--- config.mk ---
export PLATFORM = sky130hd
export DESIGN_NAME = ctt_ram
export DESIGN_NICKNAME = d
export VERILOG_FILES = /design/src/rtl/tcp_connection_tracking_table_top_defines.svh /design/src/rtl/ctt_ram.sv
export SDC_FILE = /design/constraint.sdc
export NUM_CORES = 1
export LEC_CHECK = 0
export BUFFER_PORTS_ARGS = -buffer_cell sky130_fd_sc_hd__clkbuf_2
export CORE_MARGIN = 4
export CORE_UTILIZATION = 60
export DETAILED_ROUTE_END_ITERATION = 10
export PLACE_DENSITY = 0.87
export RECOVER_POWER = 50
export SLEW_MARGIN = 20
export SYNTH_ARGS = -nofsm -noshare
export SYNTH_HDL_FRONTEND = slang
export SYNTH_SLANG_ARGS = --single-unit
--- constraint.sdc ---
create_clock -name clk -period 1.8 [get_ports clk]
set_input_delay 0.18 -clock clk [delete_from_list [all_inputs] [get_ports clk]]
set_output_delay 0.18 -clock clk [all_outputs]
set_load 0.005 [all_outputs]
--- src/rtl/tcp_connection_tracking_table_top_defines.svh ---
// assertion macros for the connection tracking table
`ifndef TCP_CONNECTION_TRACKING_TABLE_TOP_DEFINES_SVH
`define TCP_CONNECTION_TRACKING_TABLE_TOP_DEFINES_SVH
// implication checked every clock outside reset
`define CTT_ASSERT_IMP(lbl, clk, rst, a, c) \
  lbl: assert property (@(posedge clk) disable iff (rst) (a) |-> (c)) else $error("lbl");
// next-cycle implication checked every clock outside reset
`define CTT_ASSERT_NXT(lbl, clk, rst, a, c) \
  lbl: assert property (@(posedge clk) disable iff (rst) (a) |=> (c)) else $error("lbl");
`endif

--- src/rtl/ctt_ram.sv ---
// generic single-port ram with registered read
module ctt_ram #(
  parameter int WIDTH = 8,
  parameter int DEPTH = 16
) (
  input  logic                     clk,
  input  logic                     we,
  input  logic [$clog2(DEPTH)-1:0] addr,
  input  logic [WIDTH-1:0]         wdata,
  output logic [WIDTH-1:0]         rdata
);
  logic [WIDTH-1:0] mem [DEPTH];
  always_ff @(posedge clk) begin
    if (we) begin
      mem[addr] <= wdata;
    end
    rdata <= mem[addr];
  end
endmodule

[After elaboration in Yosys (flattened, before gate mapping)]
Memory sizes are Yosys's and may differ from the RTL's. A register that Yosys moved wholly into a read port is not among the register bits.
Cells that the tools add are included.
Widths: inputs -> output; s select.
Storage, ports and cells
  memories: 1
  logic and storage cells: 3
  output and inout bits: 8
  memory bits (writable): 128
  register bits: 0
Memory list
  mem: words 16, bits a word 8, rd ports 1, clocked after Yosys merged registers in 1, wr ports 1, line ctt_ram.sv:12  | logic [WIDTH-1:0] mem [DEPTH];
Operators by class
  mux-type cells: 2
Operator list (count)
  $mux 1: 2

[Depth between registers and ports, before layout]
  word-level depth: 2
  depth in mapped cells: 5
  gate-level depth less buffers: 3

[Worst setup path before layout]
OpenSTA, ideal clock, no wires.
  path kind: input to register
  start point: in addr[2]
  end point: mem mem[0][0], enable pin
  data arrival time: 1.290 ns
  required time: 1.417 ns
  setup slack: 0.127 ns
  stages: 2
  buffers on the path: 0
  setup time: 0.383 ns
  cell sequence: or3b_2 > nor3_1
RTL lines
  start, declared: line ctt_ram.sv:8  | input logic [$clog2(DEPTH)-1:0] addr,
  end, declared: line ctt_ram.sv:12
No word-level cell before the write port.

==> flow_summary.yaml <==
grt:
  grt-busiest-layer: "met2"
  grt.overflow.total: 0
  grt_usage: 0.219
  grt_max_degree: 24
  use_met3: 0.0695
  grt_pass1_wl_mm: 15.3
  grt_use_met1: 0.284
  grt_use_met2: 0.362
  antenna_found_initial: 0
  grt_pass1_vias: 2589
logic_synthesis:
  yosysUniqueCellTypes: 18
  syn_avg_cell_area_um2: 22.0
  synth-seq-cells: 136
  ys_warn_count: 0
  syn-cell-area_um2: 5070
  seq_area_frac_synth: 0.790
  synth_cells: 230
  syn-num-nets: 244
sta:
  setup_tns_ns: 0
  period_minus_slack_ns: 1.44
  tightest_slew_ns: 0.762
  rsz0062_at_grt: "false"
  hold_viol: 0
  fmax_mhz: 695
  period_share: 0.800
  fin_skew_ns: 0.00580
  setup_viol_count_final: 0
  drv_slew: 0
  slew_headroom: 0.492
layout:
  post-route-util: 0.729
  layout.nets: 295
  syn_to_final_growth_pct: 18.1
  diodes: 0
  fin_area_um2: 5990
  layout-drive-gt1-share: 0.310
  fill_cells: 450
  final_cells: 399
routing:
  final_antenna_net_count: 0
  dr.pass1.iters: 5
  wire_per_inst_um: 25.3
  drt-total-wl_mm: 10.1
  drt_iter0_drc: 184
  route.detailed.drc: 0
  vias: 2525
  via_per_inst: 6.33
place:
  postPlaceCellArea_um2: 5450
  portBuffers: 21
  dp_cells: 367
  gp_congestion: 0.762
  place_hpwl_mm: 6.04
worst_setup_path:
  crit_path_start_kind: "register"
  worst_setup_path_end_kind: "register"
  cp_slowest_stage_delay_ns: 0.48
  path_class: "reg -> reg"
  path_cells: "mux4_2, a22oi_1, nand2_1"
  required_ns: 2.19
  slowest_stage: "mux4_2"
  path_max_fanout: 1
  worstPathArrival_ns: 1.83
floorplan:
  ioPinCount: 22
  core_area_um2: 8220
  start_util: 0.617
  die-area_um2: 9980
  die_w_um: 99.9
  die_y_um: 99.9
  rows: 33
cts:
  cts_resized: 0
  postCtsSetupBuffers: 0
  cts.sinks: 136
  root_buffer: "clkbuf_8"
  htreeDepth: 4
  cts_tree: "built"
  clock_latency_ns: 0.51
  cts_max_path_buffers: 2
  ctsHoldBuffers: 0
  clk_pin_slew_ns: 0.06
  cts_made_buffers: 17
power:
  total_leakage_power_nw: 1.99
  max-vdd-ir-drop_v: 0.000928
  p_per_area_nw_per_um2: 1200
worst_hold_path:
  hp-class: "in -> reg"
job:
  drv_cap: 0
outcome:
  outcome: "finished clean"
==> metrics by stage <==
stage	power (mW)	setup slack, ns	hold WS [ns]
2_1_floorplan	3.81	0.127	0.279
3_3_place_gp	3.95	0.236	0.552
3_5_place_dp	3.97	0.181	0.560
4_1_cts	7.20	0.341	0.0779
5_1_grt	7.35	0.325	0.214
6_report	7.15	0.361	0.201
==> layout by cell type, fill, tap and decap left out, types with 3 or more instances in the layout <==
| cell type | count |
|---|---|
| buf_4 | 17 |
| nor2_1 | 13 |
| clkinv_1 | 3 |
| clkbuf_16 | 16 |
| dfxtp_1 | 8 |
| edfxtp_1 | 128 |
| clkbuf_2 | 12 |
| mux4_2 | 32 |
| buf_12 | 3 |
| nand2_1 | 9 |
| a22oi_1 | 16 |
| bufinv_16 | 3 |
| clkbuf_1 | 14 |
| clkinv_2 | 5 |
| nor3_1 | 4 |
==> cell usage after synthesis <==
cell type,instances,area share
edfxtp_1,128,0.76
mux4_2,32,0.14
a22oi_1,16,0.024
nor2_1,13,0.0096
nand2_1,9,0.0067
dfxtp_1,8,0.032
buf_1,4,0.0030
nor3_1,4,0.0040
buf_2,2,0.0020
buf_6,2,0.0044
clkbuf_1,2,0.0015
nand2b_1,2,0.0025
nand3b_1,2,0.0030
nor2b_1,2,0.0025
and2_1,1,0.0012
clkbuf_2,1,0.00099
nand3_1,1,0.00099
or3b_2,1,0.0017
==> power breakdown <==
part	total, mW	switching, mW	internal [mW]
combinational	0.337	0.191	0.145
sequential	3.57	0.0249	3.54
clock	3.25	1.17	2.08
==> flip-flops by register name (all words and copies together) (netlist names) <==
name   cells
mem      128
rdata      8
==> path summary, 6_finish.rpt <==
path	start	end	cells after the start	slack, ns
setup / recovery	mem[1][3]	rdata[3]	3	0.36
hold / removal	wdata[4]	mem[5][4]	1	0.20
setup reg to reg	mem[1][3]	rdata[3]	3	0.36
hold reg to reg	mem[4][1]	rdata[1]	3	0.69
==> final cells by class <==
cell class                      instances  area (um^2)  area share
Clock buffer                           20          425      0.0711
Clock inverter                         12          134      0.0224
Multi-Input combinational cell         83         1000       0.168
Sequential cell                       136         4000       0.669
Tap cell                              105          131      0.0219
Timing Repair Buffer                   43          289      0.0483
==> cell families after synthesis <==
logic type             share of synthesized area
AND/OR/NAND/NOR                           0.0321
flip-flops                                 0.790
buffers and inverters                     0.0119
multiplexers                               0.142
AO/OA/AOI/OAI                             0.0237
==> worst max-delay path: cells and delay by family (launching register included) <==
family,cells,cell delay (ns)
AOI/OAI and AO/OA,1,0.32
DFF,1,0.42
muxes,1,0.48
and+or+nand+nor,1,0.11
==> per-layer routing <==
| metal | vias up | share of wire | routed length, um |
|---|---|---|---|
| li1 | 1064 | - | - |
| met1 | 1328 | 0.39 | 3920 |
| met2 | 120 | 0.53 | 5300 |
| met3 | 13 | 0.073 | 740 |
| met4 | 0 | 0.013 | 128 |
| met5 | - | 0 | 0 |
No activity file was read; power rests on OpenSTA's default activity.
